<file path="config.mk">
export PLATFORM = sky130hd
export DESIGN_NAME = scanline_waveform_overlay_unit
export DESIGN_NICKNAME = d
export VERILOG_FILES = /design/src/rtl/swo_pkg.sv /design/src/rtl/scanline_waveform_overlay_unit.sv /design/src/rtl/swo_cfg.sv /design/src/rtl/swo_front.sv /design/src/rtl/swo_div_pipe.sv /design/src/rtl/swo_addr.sv
export SDC_FILE = /design/constraint.sdc
export NUM_CORES = 2
export LEC_CHECK = 0
export BUFFER_PORTS_ARGS = -buffer_cell sky130_fd_sc_hd__buf_2
export CAP_MARGIN = 10
export CORE_ASPECT_RATIO = 1.75
export CORE_MARGIN = 2
export CORE_UTILIZATION = 45
export CTS_BUF_LIST = sky130_fd_sc_hd__clkbuf_4 sky130_fd_sc_hd__clkbuf_8
export DETAILED_ROUTE_END_ITERATION = 12
export PLACE_DENSITY_LB_ADDON = 0.2
export SLEW_MARGIN = 15
export SYNTH_ARGS = -nofsm -noshare
export SYNTH_HDL_FRONTEND = slang
export SYNTH_SLANG_ARGS = --single-unit
</file>
<file path="constraint.sdc">
create_clock -name clk -period 8.8 [get_ports clk]
set_clock_uncertainty 0.05 [all_clocks]
set_input_delay 0 -clock clk [delete_from_list [all_inputs] [get_ports clk]]
set_output_delay 0 -clock clk [all_outputs]
set_load 0.005 [all_outputs]
</file>
<file path="src/rtl/swo_pkg.sv">
// Shared types and constants of the scanline waveform overlay unit.
package swo_pkg;

  localparam int COL_W      = 10;
  localparam int ROW_W      = 10;
  localparam int PIX_W      = 16;
  localparam int DIM_W      = 11;
  localparam int PERIOD_W   = 16;
  localparam int SPACING_W  = 10;
  localparam int SCALE_W    = 16;
  localparam int COLOR_W    = 16;
  localparam int LADDR_W    = 20;
  localparam int CADDR_W    = 21;
  localparam int SIZE_W     = 2 * DIM_W;
  localparam int SIZE5_W    = SIZE_W + 1;
  localparam int CFG_IDX_W  = 3;
  localparam int CFG_DATA_W = 16;
  localparam int DIV_STEPS  = PIX_W;
  localparam int MOD_STEPS  = ROW_W;
  localparam int QUO_W      = PIX_W + 1;
  localparam int RDIFF_W    = QUO_W + 1;
  localparam int PROD_W     = RDIFF_W + DIM_W + 1;
  localparam int OFFS_W     = PROD_W + 1;

  // input tdata layout, lowest field first
  localparam int IN_COL_LSB  = 0;
  localparam int IN_ROW_LSB  = IN_COL_LSB + COL_W;
  localparam int IN_Y_LSB    = IN_ROW_LSB + ROW_W;
  localparam int IN_U_LSB    = IN_Y_LSB + PIX_W;
  localparam int IN_V_LSB    = IN_U_LSB + PIX_W;
  localparam int IN_FIELDS_W = IN_V_LSB + PIX_W;
  localparam int IN_DATA_W   = ((IN_FIELDS_W + 7) / 8) * 8;

  localparam int OUT_FIELDS_W = LADDR_W + 2 * CADDR_W + COLOR_W;
  localparam int OUT_DATA_W   = ((OUT_FIELDS_W + 7) / 8) * 8;

  typedef enum logic [CFG_IDX_W-1:0] {
    REG_WIDTH   = 3'd0,
    REG_HEIGHT  = 3'd1,
    REG_PERIOD  = 3'd2,
    REG_SPACING = 3'd3,
    REG_SCALE   = 3'd4,
    REG_COLOR   = 3'd5
  } cfg_reg_t;

  localparam logic [DIM_W-1:0]     RST_WIDTH   = 11'd320;
  localparam logic [DIM_W-1:0]     RST_HEIGHT  = 11'd240;
  localparam logic [PERIOD_W-1:0]  RST_PERIOD  = 16'd1;
  localparam logic [SPACING_W-1:0] RST_SPACING = 10'd6;
  localparam logic [SCALE_W-1:0]   RST_SCALE   = 16'd50;
  localparam logic [COLOR_W-1:0]   RST_COLOR   = 16'hffff;

  typedef struct packed {
    logic [DIM_W-1:0]     width;
    logic [DIM_W-1:0]     height;
    logic [SIZE_W-1:0]    size;
    logic [SIZE5_W-1:0]   size5;
    logic [PERIOD_W-1:0]  period;
    logic [SPACING_W-1:0] spacing;
    logic [SCALE_W-1:0]   scale;
    logic [COLOR_W-1:0]   color;
    logic                 busy;
  } swo_cfg_t;

  typedef struct packed {
    logic             keep;
    logic [COL_W-1:0] col;
    logic [ROW_W-1:0] row;
    logic [PIX_W-1:0] sum;
  } swo_front_t;

  typedef struct packed {
    logic                 keep;
    logic                 neg;
    logic [COL_W-1:0]     col;
    logic [ROW_W-1:0]     row;
    logic [SCALE_W-1:0]   rem;
    logic [PIX_W-1:0]     nq;
    logic [SPACING_W-1:0] mrem;
    logic [ROW_W-1:0]     mnum;
  } swo_div_t;

endpackage

</file>
<file path="src/rtl/scanline_waveform_overlay_unit.sv">
// Scanline waveform overlay: top level.
// Takes one pixel per clock when not held off or stalled by the output, and
// returns at most one trace write per pixel. The pipeline has one input
// stage, a 17-stage pipelined divider (a magnitude stage, then one quotient
// bit per stage for the 16-bit pixel sum, with the row-spacing remainder
// worked out alongside), and three address stages including the output
// register. Pixels with no write leave no output. Input is held off after
// reset and after each configuration write while the derived frame size settles.
module scanline_waveform_overlay_unit #(
  parameter int MAX_WIDTH  = 1024,
  parameter int MAX_HEIGHT = 1024
) (
  input  logic                              clk,
  input  logic                              rst_n,
  input  logic                              in_tvalid,
  output logic                              in_tready,
  // column[9:0], row[19:10], luma[35:20], chroma_u[51:36], chroma_v[67:52]
  input  logic [swo_pkg::IN_DATA_W-1:0]     in_tdata,
  // frame_start
  input  logic                              in_tuser,
  output logic                              out_tvalid,
  input  logic                              out_tready,
  // luma_address[19:0], u_address[40:20], v_address[61:41], write_value[77:62]
  output logic [swo_pkg::OUT_DATA_W-1:0]    out_tdata,
  input  logic                              cfg_valid,
  output logic                              cfg_ready,
  input  logic [swo_pkg::CFG_IDX_W-1:0]     cfg_index,
  input  logic [swo_pkg::CFG_DATA_W-1:0]    cfg_data
);

  swo_pkg::swo_cfg_t   cfg;
  swo_pkg::swo_front_t front_data;
  swo_pkg::swo_div_t   div_data;
  logic                front_valid, front_ready;
  logic                div_valid, div_ready;
  logic                drawing;

  swo_cfg #(
    .MAX_WIDTH  (MAX_WIDTH),
    .MAX_HEIGHT (MAX_HEIGHT)
  ) u_cfg (
    .clk       (clk),
    .rst_n     (rst_n),
    .cfg_valid (cfg_valid),
    .cfg_ready (cfg_ready),
    .cfg_index (cfg_index),
    .cfg_data  (cfg_data),
    .cfg       (cfg)
  );

  swo_front u_front (
    .clk         (clk),
    .rst_n       (rst_n),
    .in_valid    (in_tvalid),
    .in_ready    (in_tready),
    .in_data     (in_tdata),
    .frame_start (in_tuser),
    .cfg         (cfg),
    .dn_valid    (front_valid),
    .dn_ready    (front_ready),
    .dn_data     (front_data),
    .drawing     (drawing)
  );

  swo_div_pipe u_div (
    .clk      (clk),
    .rst_n    (rst_n),
    .scale    (cfg.scale),
    .spacing  (cfg.spacing),
    .up_valid (front_valid),
    .up_ready (front_ready),
    .up_data  (front_data),
    .dn_valid (div_valid),
    .dn_ready (div_ready),
    .dn_data  (div_data)
  );

  swo_addr u_addr (
    .clk       (clk),
    .rst_n     (rst_n),
    .cfg       (cfg),
    .up_valid  (div_valid),
    .up_ready  (div_ready),
    .up_data   (div_data),
    .out_valid (out_tvalid),
    .out_ready (out_tready),
    .out_data  (out_tdata)
  );

  a_cfg_holds_input: assert property (@(posedge clk) disable iff (!rst_n)
    cfg_valid && cfg_ready |=> !in_tready)
    else $error("input taken right after a configuration write");

  a_reset_clears_out: assert property (@(posedge clk)
    !rst_n |=> !out_tvalid)
    else $error("output valid after reset");

  a_period_one_draws: assert property (@(posedge clk) disable iff (!rst_n)
    in_tvalid && in_tready && in_tuser && (cfg.period <= swo_pkg::PERIOD_W'(1))
    |=> drawing)
    else $error("frame not drawn with grab period of one");

endmodule

</file>
<file path="src/rtl/swo_cfg.sv">
// Configuration registers and derived geometry of the overlay unit.
module swo_cfg #(
  parameter int MAX_WIDTH  = 1024,
  parameter int MAX_HEIGHT = 1024
) (
  input  logic                             clk,
  input  logic                             rst_n,
  input  logic                             cfg_valid,
  output logic                             cfg_ready,
  input  logic [swo_pkg::CFG_IDX_W-1:0]    cfg_index,
  input  logic [swo_pkg::CFG_DATA_W-1:0]   cfg_data,
  output swo_pkg::swo_cfg_t                cfg
);

  localparam logic [1:0] SETTLE = 2'd3;

  logic [swo_pkg::DIM_W-1:0]     width_r, height_r, weff_r, heff_r;
  logic [swo_pkg::DIM_W-1:0]     weff_nxt, heff_nxt;
  logic [swo_pkg::PERIOD_W-1:0]  period_r;
  logic [swo_pkg::SPACING_W-1:0] spacing_r, spacing_eff_r;
  logic [swo_pkg::SCALE_W-1:0]   scale_r, scale_eff_r;
  logic [swo_pkg::COLOR_W-1:0]   color_r;
  logic [swo_pkg::SIZE_W-1:0]    size_r;
  logic [swo_pkg::SIZE5_W-1:0]   size5_r;
  logic [1:0]                    busy_r, busy_nxt;
  logic                          wr;

  assign cfg_ready = 1'b1;
  assign wr        = cfg_valid;

  assign weff_nxt = (32'(width_r) > MAX_WIDTH) ? swo_pkg::DIM_W'(MAX_WIDTH) : width_r;
  assign heff_nxt = (32'(height_r) > MAX_HEIGHT) ? swo_pkg::DIM_W'(MAX_HEIGHT) : height_r;

  always_comb begin
    busy_nxt = busy_r;
    if (wr) begin
      busy_nxt = SETTLE;
    end else if (busy_r != 2'd0) begin
      busy_nxt = busy_r - 2'd1;
    end
  end

  always_ff @(posedge clk) begin
    if (!rst_n) begin
      width_r   <= swo_pkg::RST_WIDTH;
      height_r  <= swo_pkg::RST_HEIGHT;
      period_r  <= swo_pkg::RST_PERIOD;
      spacing_r <= swo_pkg::RST_SPACING;
      scale_r   <= swo_pkg::RST_SCALE;
      color_r   <= swo_pkg::RST_COLOR;
      busy_r    <= SETTLE;
    end else begin
      busy_r <= busy_nxt;
      if (wr) begin
        unique case (cfg_index)
          swo_pkg::REG_WIDTH:   width_r   <= cfg_data[swo_pkg::DIM_W-1:0];
          swo_pkg::REG_HEIGHT:  height_r  <= cfg_data[swo_pkg::DIM_W-1:0];
          swo_pkg::REG_PERIOD:  period_r  <= cfg_data[swo_pkg::PERIOD_W-1:0];
          swo_pkg::REG_SPACING: spacing_r <= cfg_data[swo_pkg::SPACING_W-1:0];
          swo_pkg::REG_SCALE:   scale_r   <= cfg_data[swo_pkg::SCALE_W-1:0];
          swo_pkg::REG_COLOR:   color_r   <= cfg_data[swo_pkg::COLOR_W-1:0];
          default: ;
        endcase
      end
    end
  end

  // derived values settle while busy counts down from SETTLE; input is held off meanwhile
  always_ff @(posedge clk) begin
    weff_r        <= weff_nxt;
    heff_r        <= heff_nxt;
    spacing_eff_r <= (spacing_r == '0) ? swo_pkg::SPACING_W'(1) : spacing_r;
    scale_eff_r   <= (scale_r == '0) ? swo_pkg::SCALE_W'(1) : scale_r;
    size_r        <= swo_pkg::SIZE_W'(weff_r) * swo_pkg::SIZE_W'(heff_r);
    size5_r       <= {1'b0, size_r} + {3'b0, size_r[swo_pkg::SIZE_W-1:2]};
  end

  assign cfg.width   = weff_r;
  assign cfg.height  = heff_r;
  assign cfg.size    = size_r;
  assign cfg.size5   = size5_r;
  assign cfg.period  = period_r;
  assign cfg.spacing = spacing_eff_r;
  assign cfg.scale   = scale_eff_r;
  assign cfg.color   = color_r;
  assign cfg.busy    = (busy_r != 2'd0);

endmodule

</file>
<file path="src/rtl/swo_front.sv">
// Input stage: grab counter, frame bounds check and pixel sum.
module swo_front (
  input  logic                             clk,
  input  logic                             rst_n,
  input  logic                             in_valid,
  output logic                             in_ready,
  input  logic [swo_pkg::IN_DATA_W-1:0]    in_data,
  input  logic                             frame_start,
  input  swo_pkg::swo_cfg_t                cfg,
  output logic                             dn_valid,
  input  logic                             dn_ready,
  output swo_pkg::swo_front_t              dn_data,
  output logic                             drawing
);

  logic                            v_r, rdy, acc;
  logic                            drawing_r, drawing_nxt;
  logic [swo_pkg::PERIOD_W-1:0]    cnt_r, cnt_nxt, cnt_inc;
  logic [swo_pkg::COL_W-1:0]       col;
  logic [swo_pkg::ROW_W-1:0]       row;
  logic [swo_pkg::PIX_W-1:0]       y, u, v;
  swo_pkg::swo_front_t             d_r, d_nxt;

  assign col = in_data[swo_pkg::IN_COL_LSB +: swo_pkg::COL_W];
  assign row = in_data[swo_pkg::IN_ROW_LSB +: swo_pkg::ROW_W];
  assign y   = in_data[swo_pkg::IN_Y_LSB +: swo_pkg::PIX_W];
  assign u   = in_data[swo_pkg::IN_U_LSB +: swo_pkg::PIX_W];
  assign v   = in_data[swo_pkg::IN_V_LSB +: swo_pkg::PIX_W];

  assign rdy      = !v_r || dn_ready;
  assign in_ready = rdy && !cfg.busy;
  assign acc      = in_valid && in_ready;
  assign cnt_inc  = cnt_r + swo_pkg::PERIOD_W'(1);

  always_comb begin
    cnt_nxt     = cnt_r;
    drawing_nxt = drawing_r;
    if (frame_start) begin
      if (cnt_inc >= cfg.period) begin
        cnt_nxt     = '0;
        drawing_nxt = 1'b1;
      end else begin
        cnt_nxt     = cnt_inc;
        drawing_nxt = 1'b0;
      end
    end
    d_nxt.keep = drawing_nxt && ({1'b0, col} < cfg.width) && ({1'b0, row} < cfg.height);
    d_nxt.col  = col;
    d_nxt.row  = row;
    d_nxt.sum  = y + u + v;
  end

  always_ff @(posedge clk) begin
    if (!rst_n) begin
      v_r       <= 1'b0;
      cnt_r     <= '0;
      drawing_r <= 1'b0;
    end else begin
      if (rdy) begin
        v_r <= acc;
      end
      if (acc) begin
        cnt_r     <= cnt_nxt;
        drawing_r <= drawing_nxt;
      end
    end
  end

  always_ff @(posedge clk) begin
    if (acc) begin
      d_r <= d_nxt;
    end
  end

  assign dn_valid = v_r;
  assign dn_data  = d_r;
  assign drawing  = drawing_r;

endmodule

</file>
<file path="src/rtl/swo_div_pipe.sv">
// Pipelined restoring divider: sum / scale and row % spacing, one bit per stage.
module swo_div_pipe (
  input  logic                                clk,
  input  logic                                rst_n,
  input  logic [swo_pkg::SCALE_W-1:0]         scale,
  input  logic [swo_pkg::SPACING_W-1:0]       spacing,
  input  logic                                up_valid,
  output logic                                up_ready,
  input  swo_pkg::swo_front_t                 up_data,
  output logic                                dn_valid,
  input  logic                                dn_ready,
  output swo_pkg::swo_div_t                   dn_data
);

  localparam int NS = swo_pkg::DIV_STEPS + 1;

  logic              v_r   [NS];
  logic              rdy   [NS+1];
  swo_pkg::swo_div_t st_r  [NS];
  swo_pkg::swo_div_t st_nxt[NS];

  assign rdy[NS]  = dn_ready;
  assign up_ready = rdy[0];
  assign dn_valid = v_r[NS-1];
  assign dn_data  = st_r[NS-1];

  // stage 0 takes the magnitude of the sum
  always_comb begin
    st_nxt[0].keep = up_data.keep;
    st_nxt[0].neg  = up_data.sum[swo_pkg::PIX_W-1];
    st_nxt[0].col  = up_data.col;
    st_nxt[0].row  = up_data.row;
    st_nxt[0].rem  = '0;
    st_nxt[0].nq   = up_data.sum[swo_pkg::PIX_W-1] ?
                     (~up_data.sum + swo_pkg::PIX_W'(1)) : up_data.sum;
    st_nxt[0].mrem = '0;
    st_nxt[0].mnum = up_data.row;
  end

  for (genvar k = 1; k < NS; k++) begin : g_step
    logic [swo_pkg::SCALE_W:0]   t;
    logic [swo_pkg::SPACING_W:0] tm;
    logic                        ge, gm;

    always_comb begin
      st_nxt[k] = st_r[k-1];
      t  = {st_r[k-1].rem, st_r[k-1].nq[swo_pkg::PIX_W-1]};
      ge = (t >= {1'b0, scale});
      st_nxt[k].rem = ge ? swo_pkg::SCALE_W'(t - {1'b0, scale}) : t[swo_pkg::SCALE_W-1:0];
      st_nxt[k].nq  = {st_r[k-1].nq[swo_pkg::PIX_W-2:0], ge};
      tm = {st_r[k-1].mrem, st_r[k-1].mnum[swo_pkg::ROW_W-1]};
      gm = (tm >= {1'b0, spacing});
      if (k <= swo_pkg::MOD_STEPS) begin
        st_nxt[k].mrem = gm ? swo_pkg::SPACING_W'(tm - {1'b0, spacing})
                            : tm[swo_pkg::SPACING_W-1:0];
        st_nxt[k].mnum = {st_r[k-1].mnum[swo_pkg::ROW_W-2:0], 1'b0};
      end
    end
  end

  for (genvar k = 0; k < NS; k++) begin : g_stage
    logic vin;

    assign rdy[k] = !v_r[k] || rdy[k+1];
    if (k == 0) begin : g_first
      assign vin = up_valid;
    end else begin : g_next
      assign vin = v_r[k-1];
    end

    always_ff @(posedge clk) begin
      if (!rst_n) begin
        v_r[k] <= 1'b0;
      end else if (rdy[k]) begin
        v_r[k] <= vin;
      end
    end

    always_ff @(posedge clk) begin
      if (rdy[k]) begin
        st_r[k] <= st_nxt[k];
      end
    end
  end

endmodule

</file>
<file path="src/rtl/swo_addr.sv">
// Address stages: row shift, multiply by width, range check and plane addresses.
module swo_addr (
  input  logic                               clk,
  input  logic                               rst_n,
  input  swo_pkg::swo_cfg_t                  cfg,
  input  logic                               up_valid,
  output logic                               up_ready,
  input  swo_pkg::swo_div_t                  up_data,
  output logic                               out_valid,
  input  logic                               out_ready,
  output logic [swo_pkg::OUT_DATA_W-1:0]     out_data
);

  logic                              v1_r, v2_r, ov_r;
  logic                              rdy1, rdy2, rdy3;
  logic                              keep1_r, keep2_r, keep1_nxt, ok;
  logic [swo_pkg::COL_W-1:0]         col1_r, col2_r;
  logic [swo_pkg::QUO_W-1:0]         qmag, qval;
  logic [swo_pkg::RDIFF_W-1:0]       rdiff_r, rdiff_nxt;
  logic signed [swo_pkg::PROD_W-1:0] prod_r, prod_nxt;
  logic [swo_pkg::OFFS_W-1:0]        offs;
  logic [swo_pkg::LADDR_W-1:0]       laddr_r;
  logic [swo_pkg::CADDR_W-1:0]       uaddr_r, vaddr_r, uaddr_nxt, vaddr_nxt;
  logic [swo_pkg::COLOR_W-1:0]       color_r;

  assign rdy3     = !ov_r || out_ready;
  assign rdy2     = !v2_r || rdy3;
  assign rdy1     = !v1_r || rdy2;
  assign up_ready = rdy1;

  assign qmag      = {1'b0, up_data.nq};
  assign qval      = up_data.neg ? (~qmag + swo_pkg::QUO_W'(1)) : qmag;
  assign rdiff_nxt = {{(swo_pkg::RDIFF_W-swo_pkg::ROW_W){1'b0}}, up_data.row}
                   - {qval[swo_pkg::QUO_W-1], qval};
  assign keep1_nxt = up_data.keep && (up_data.mrem == '0);

  assign prod_nxt = swo_pkg::PROD_W'($signed(rdiff_r))
                  * swo_pkg::PROD_W'($signed({1'b0, cfg.width}));

  assign offs = {prod_r[swo_pkg::PROD_W-1], prod_r}
              + {{(swo_pkg::OFFS_W-swo_pkg::COL_W){1'b0}}, col2_r};
  assign ok   = keep2_r && !offs[swo_pkg::OFFS_W-1]
              && (offs[swo_pkg::PROD_W-1:0]
                  < {{(swo_pkg::PROD_W-swo_pkg::SIZE_W){1'b0}}, cfg.size});
  assign uaddr_nxt = swo_pkg::CADDR_W'(
      {{(swo_pkg::PROD_W-swo_pkg::SIZE_W){1'b0}}, cfg.size}
    + {2'b0, offs[swo_pkg::PROD_W-1:2]});
  assign vaddr_nxt = swo_pkg::CADDR_W'(
      {{(swo_pkg::PROD_W-swo_pkg::SIZE5_W){1'b0}}, cfg.size5}
    + {2'b0, offs[swo_pkg::PROD_W-1:2]});

  always_ff @(posedge clk) begin
    if (!rst_n) begin
      v1_r <= 1'b0;
      v2_r <= 1'b0;
      ov_r <= 1'b0;
    end else begin
      if (rdy1) begin
        v1_r <= up_valid;
      end
      if (rdy2) begin
        v2_r <= v1_r;
      end
      if (rdy3) begin
        ov_r <= v2_r && ok;
      end
    end
  end

  always_ff @(posedge clk) begin
    if (rdy1) begin
      keep1_r <= keep1_nxt;
      col1_r  <= up_data.col;
      rdiff_r <= rdiff_nxt;
    end
    if (rdy2) begin
      keep2_r <= keep1_r;
      col2_r  <= col1_r;
      prod_r  <= prod_nxt;
    end
    if (rdy3) begin
      laddr_r <= offs[swo_pkg::LADDR_W-1:0];
      uaddr_r <= uaddr_nxt;
      vaddr_r <= vaddr_nxt;
      color_r <= cfg.color;
    end
  end

  assign out_valid = ov_r;
  assign out_data  = {{(swo_pkg::OUT_DATA_W-swo_pkg::OUT_FIELDS_W){1'b0}},
                      color_r, vaddr_r, uaddr_r, laddr_r};

endmodule
</file>
==> impl_metrics.py <==
metrics = {
    "synth": {
        "syn_avg_cell_area_um2": 12.1,
        "ys.warnings.count": 0,
        "synth_seq_cells": 1442,
        "yosysUniqueCellTypes": 91,
        "synth.most_common_cell": "edfxtp_1",
        "yosys-top-cells-count": "edfxtp_1, ha_1, nand2_1",
        "synth_largest_area_cell": "edfxtp_1",
        "synth_edf_count": 1247,
        "synth_area_um2": 80600,
        "syn_inst": 6671,
        "synth-async-reset-ratio_pct": 0,
        "synth_top_area_share_pct": 46.5,
        "ys.flop_type": "edfxtp_1",
        "ys_seq_area_share_pct": 51.3,
        "synth_top_cells_by_area": "edfxtp_1, ha_1, fa_1",
    },
    "floorplanning": {
        "die_h_um": 564,
        "fp.dieW_um": 324,
        "initial_utilization_pct": 45.3,
        "fp.dieArea_um2": 183000,
        "row_count": 205,
        "coreArea_um2": 178000,
        "pin_count": 180,
    },
    "sta": {
        "fin_tns_setup_ps": 0,
        "layout_setup_ws_ps": 1970,
        "tightest_slew_ps": 1350,
        "grt_setup_unrepaired": "false",
        "setup_viol": 0,
        "hold_viol": 0,
        "slew_violations": 0,
        "layout_min_cycle_time_ps": 6830,
        "slew_headroom_pct": 9.51,
        "period_share_pct": 77.6,
        "fmax_mhz": 146,
    },
    "placed_design": {
        "port-buffer-count": 172,
        "dp_slack_ps": 1970,
        "hpwl_um": 149000,
        "place_congestion": 0.903,
    },
    "routing": {
        "wl_per_cell_um": 20.7,
        "drt_iter0_drc": 2591,
        "drt_first_pass_iters": 7,
        "routed-via-count": 52801,
        "ant_nets": 0,
        "drc": 0,
        "drt_wl_total_um": 200000,
        "via_per_inst": 5.45,
    },
    "clock_network": {
        "ctsResizeCount": 0,
        "clkSinkCount": 1442,
        "numCtsBuffers": 217,
        "insertion_delay_ps": 940,
        "clock_path_buffers": 4,
        "clk_pin_slew_worst_paths_ps": 70,
        "root_buffer": "clkbuf_8",
        "cts_tree": "done",
        "htree_levels": 4,
    },
    "final_layout": {
        "drive_gt1_share_pct": 11.9,
        "seqCellArea_um2": 41300,
        "final_nets": 8149,
        "fillers": 15679,
        "syn2layout_area_growth_pct": 12.2,
        "multi_input_area_um2": 36400,
    },
    "pwr": {
        "switching_share_pct": 34.9,
        "peakVddDrop_uv": 147,
        "finalPower_mw": 27.1,
        "comb_power_share_pct": 41.6,
        "internal_power_mw": 17.7,
        "p_switching_mw": 9.46,
        "pwr-share-clk_pct": 21.2,
        "power_density_nw_per_um2": 300,
        "sequentialPowerShare_pct": 37.2,
        "p_leak_nw": 37.8,
    },
    "min_path": {
        "hold-path-endpoint": "u_cfg.width_r[5]",
        "hold_path_class": "in2reg",
        "hold_depth": 5,
        "min_from": "cfg_index[2]",
    },
    "worst_setup_path": {
        "crit_path_end_kind": "flop",
        "r2r_end": "u_addr.prod_r[29]",
        "path_max_fanout": 20,
        "r2r_slack_ps": 1970,
        "cp.arrival_ps": 7450,
        "worst_ep_required_time_ps": 9430,
        "r2r_start": "u_cfg.weff_r[3]",
        "crit_type": "reg2reg",
        "rr_worst_depth": 18,
        "start_kind": "flop",
    },
    "grt": {
        "grt_usage_pct": 21.8,
        "grt_pass1_wl_um": 304000,
        "grt_max_degree": 68,
        "grt.overflow.total": 0,
        "grt_antenna_before_repair": 14,
        "grt_pass1_vias": 55384,
    },
    "run_status": {
        "outcome": "finished, final reports clean",
    },
    "run": {
        "cap_violations": 0,
    },
}
## flip-flops by register name, indices dropped and copies added, names as in the netlist, 17 cells and up
| register | cells |
|---|---|
| u_addr.laddr_r | 20 |
| u_addr.rdiff_r | 18 |
| u_div.st_r | 1046 |
| u_cfg.size_r | 22 |
| u_cfg.size5_r | 21 |
| u_addr.prod_r | 30 |
| u_front.dn_data | 37 |
| u_div.v_r | 17 |
| u_addr.vaddr_r | 21 |
| u_addr.uaddr_r | 21 |
## worst max path at each step
stage,startpoint,endpoint,slack [ps],depth (start not counted)
6_report,u_cfg.weff_r[3],u_addr.prod_r[29],1970,18
5_1_grt,u_cfg.weff_r[3],u_addr.prod_r[29],1600,18
2_1_floorplan,u_addr.out_valid,u_div.v_r[2],2970,8
3_5_place_dp,u_cfg.weff_r[3],u_addr.prod_r[29],1970,18
4_1_cts,u_cfg.weff_r[3],u_addr.prod_r[29],1980,18
3_3_place_gp,u_cfg.weff_r[3],u_addr.prod_r[29],1980,18
## cells by family after synthesis
group	Yosys count	share of synthesized area (%)
adder cells (fa/ha/maj)	916	17.0
multiplexers	283	3.89
buffers and inverters	764	3.64
XOR/XNOR	367	3.99
AND/OR/NAND/NOR	1774	10.8
AO/OA/AOI/OAI	1123	9.32
other	2	0.00932
flip-flops	1442	51.3
## power by group through the flow
stage,registers [mW],logic (mW),clock network [mW]
floorplan,9.86,8.67,0
global placement,10.2,10.8,0
detailed placement,10.2,11.1,0
CTS,10.1,11.3,5.91
global route,10.2,12.5,6.17
finish,10.1,11.3,5.74
## cell usage in the layout (no fill, tap or decap), drive strengths merged, types with 148 or more instances in the layout
cell type | netlist | layout
nand2 | 609 | 609
a21o | 148 | 148
a21oi | 343 | 343
fa | 303 | 303
mux2 | 218 | 218
dfxtp | 195 | 195
buf | 30 | 235
clkbuf | 121 | 265
nor2 | 314 | 314
inv | 612 | 615
dlygate4sd3 | 0 | 161
edfxtp | 1247 | 1247
ha | 613 | 613
xnor2 | 259 | 259
o21ai | 187 | 187
## worst max-delay path: stages (launching register included)
cell      delay [ps]
dfxtp_1         1040
nand2_1          200
fa_1             500
fa_1             510
inv_1             60
fa_1             460
fa_1             540
inv_1             50
fa_1             530
inv_1             40
ha_1             240
nor3_1           490
o211ai_1         270
a222oi_1         520
o31ai_1          180
a41oi_1          450
o21ai_0          170
a21oi_1          200
xnor2_1           70
## area by class of cell
cell class,instances,share of cell area [%]
Multi-Input combinational cell,4466,40.2
Clock inverter,117,1.16
Sequential cell,1442,45.7
Antenna cell,13,0.0360
Inverter,613,2.55
Timing Repair Buffer,396,3.26
Clock buffer,265,3.77
Tap cell,2380,3.29
## repair_timing
action                    CTS  global route
hold endpoints to repair  226             0
hold buffers              161             0
setup buffers               0             0
## metrics by stage
| step | hold slack, ps | util (%) | instance area (um^2) | std cells |
|---|---|---|---|---|
| after detailed placement | 222 | 47.4 | 84300 | 9136 |
| final | 120 | 50.8 | 90400 | 9692 |
| after global routing | 102 | 50.8 | 90400 | 9690 |
| after floorplan | 47.3 | - | 80600 | 6672 |
| after CTS | 42.4 | 50.8 | 90400 | 9679 |
| after global placement | 232 | 47.4 | 84300 | 9136 |
## metal layers
metal / vias up / wire length (um) / track usage [%] / share of wire, %
li1: 24986 / - / - / -
met1: 26131 / 68200 / 20.8 / 34
met2: 1174 / 112000 / 43.3 / 56
met3: 510 / 6850 / 2.49 / 3.4
met4: 0 / 13200 / 13.8 / 6.6
met5: - / 0 / 0 / 0
(Power assumes the default switching activity.)
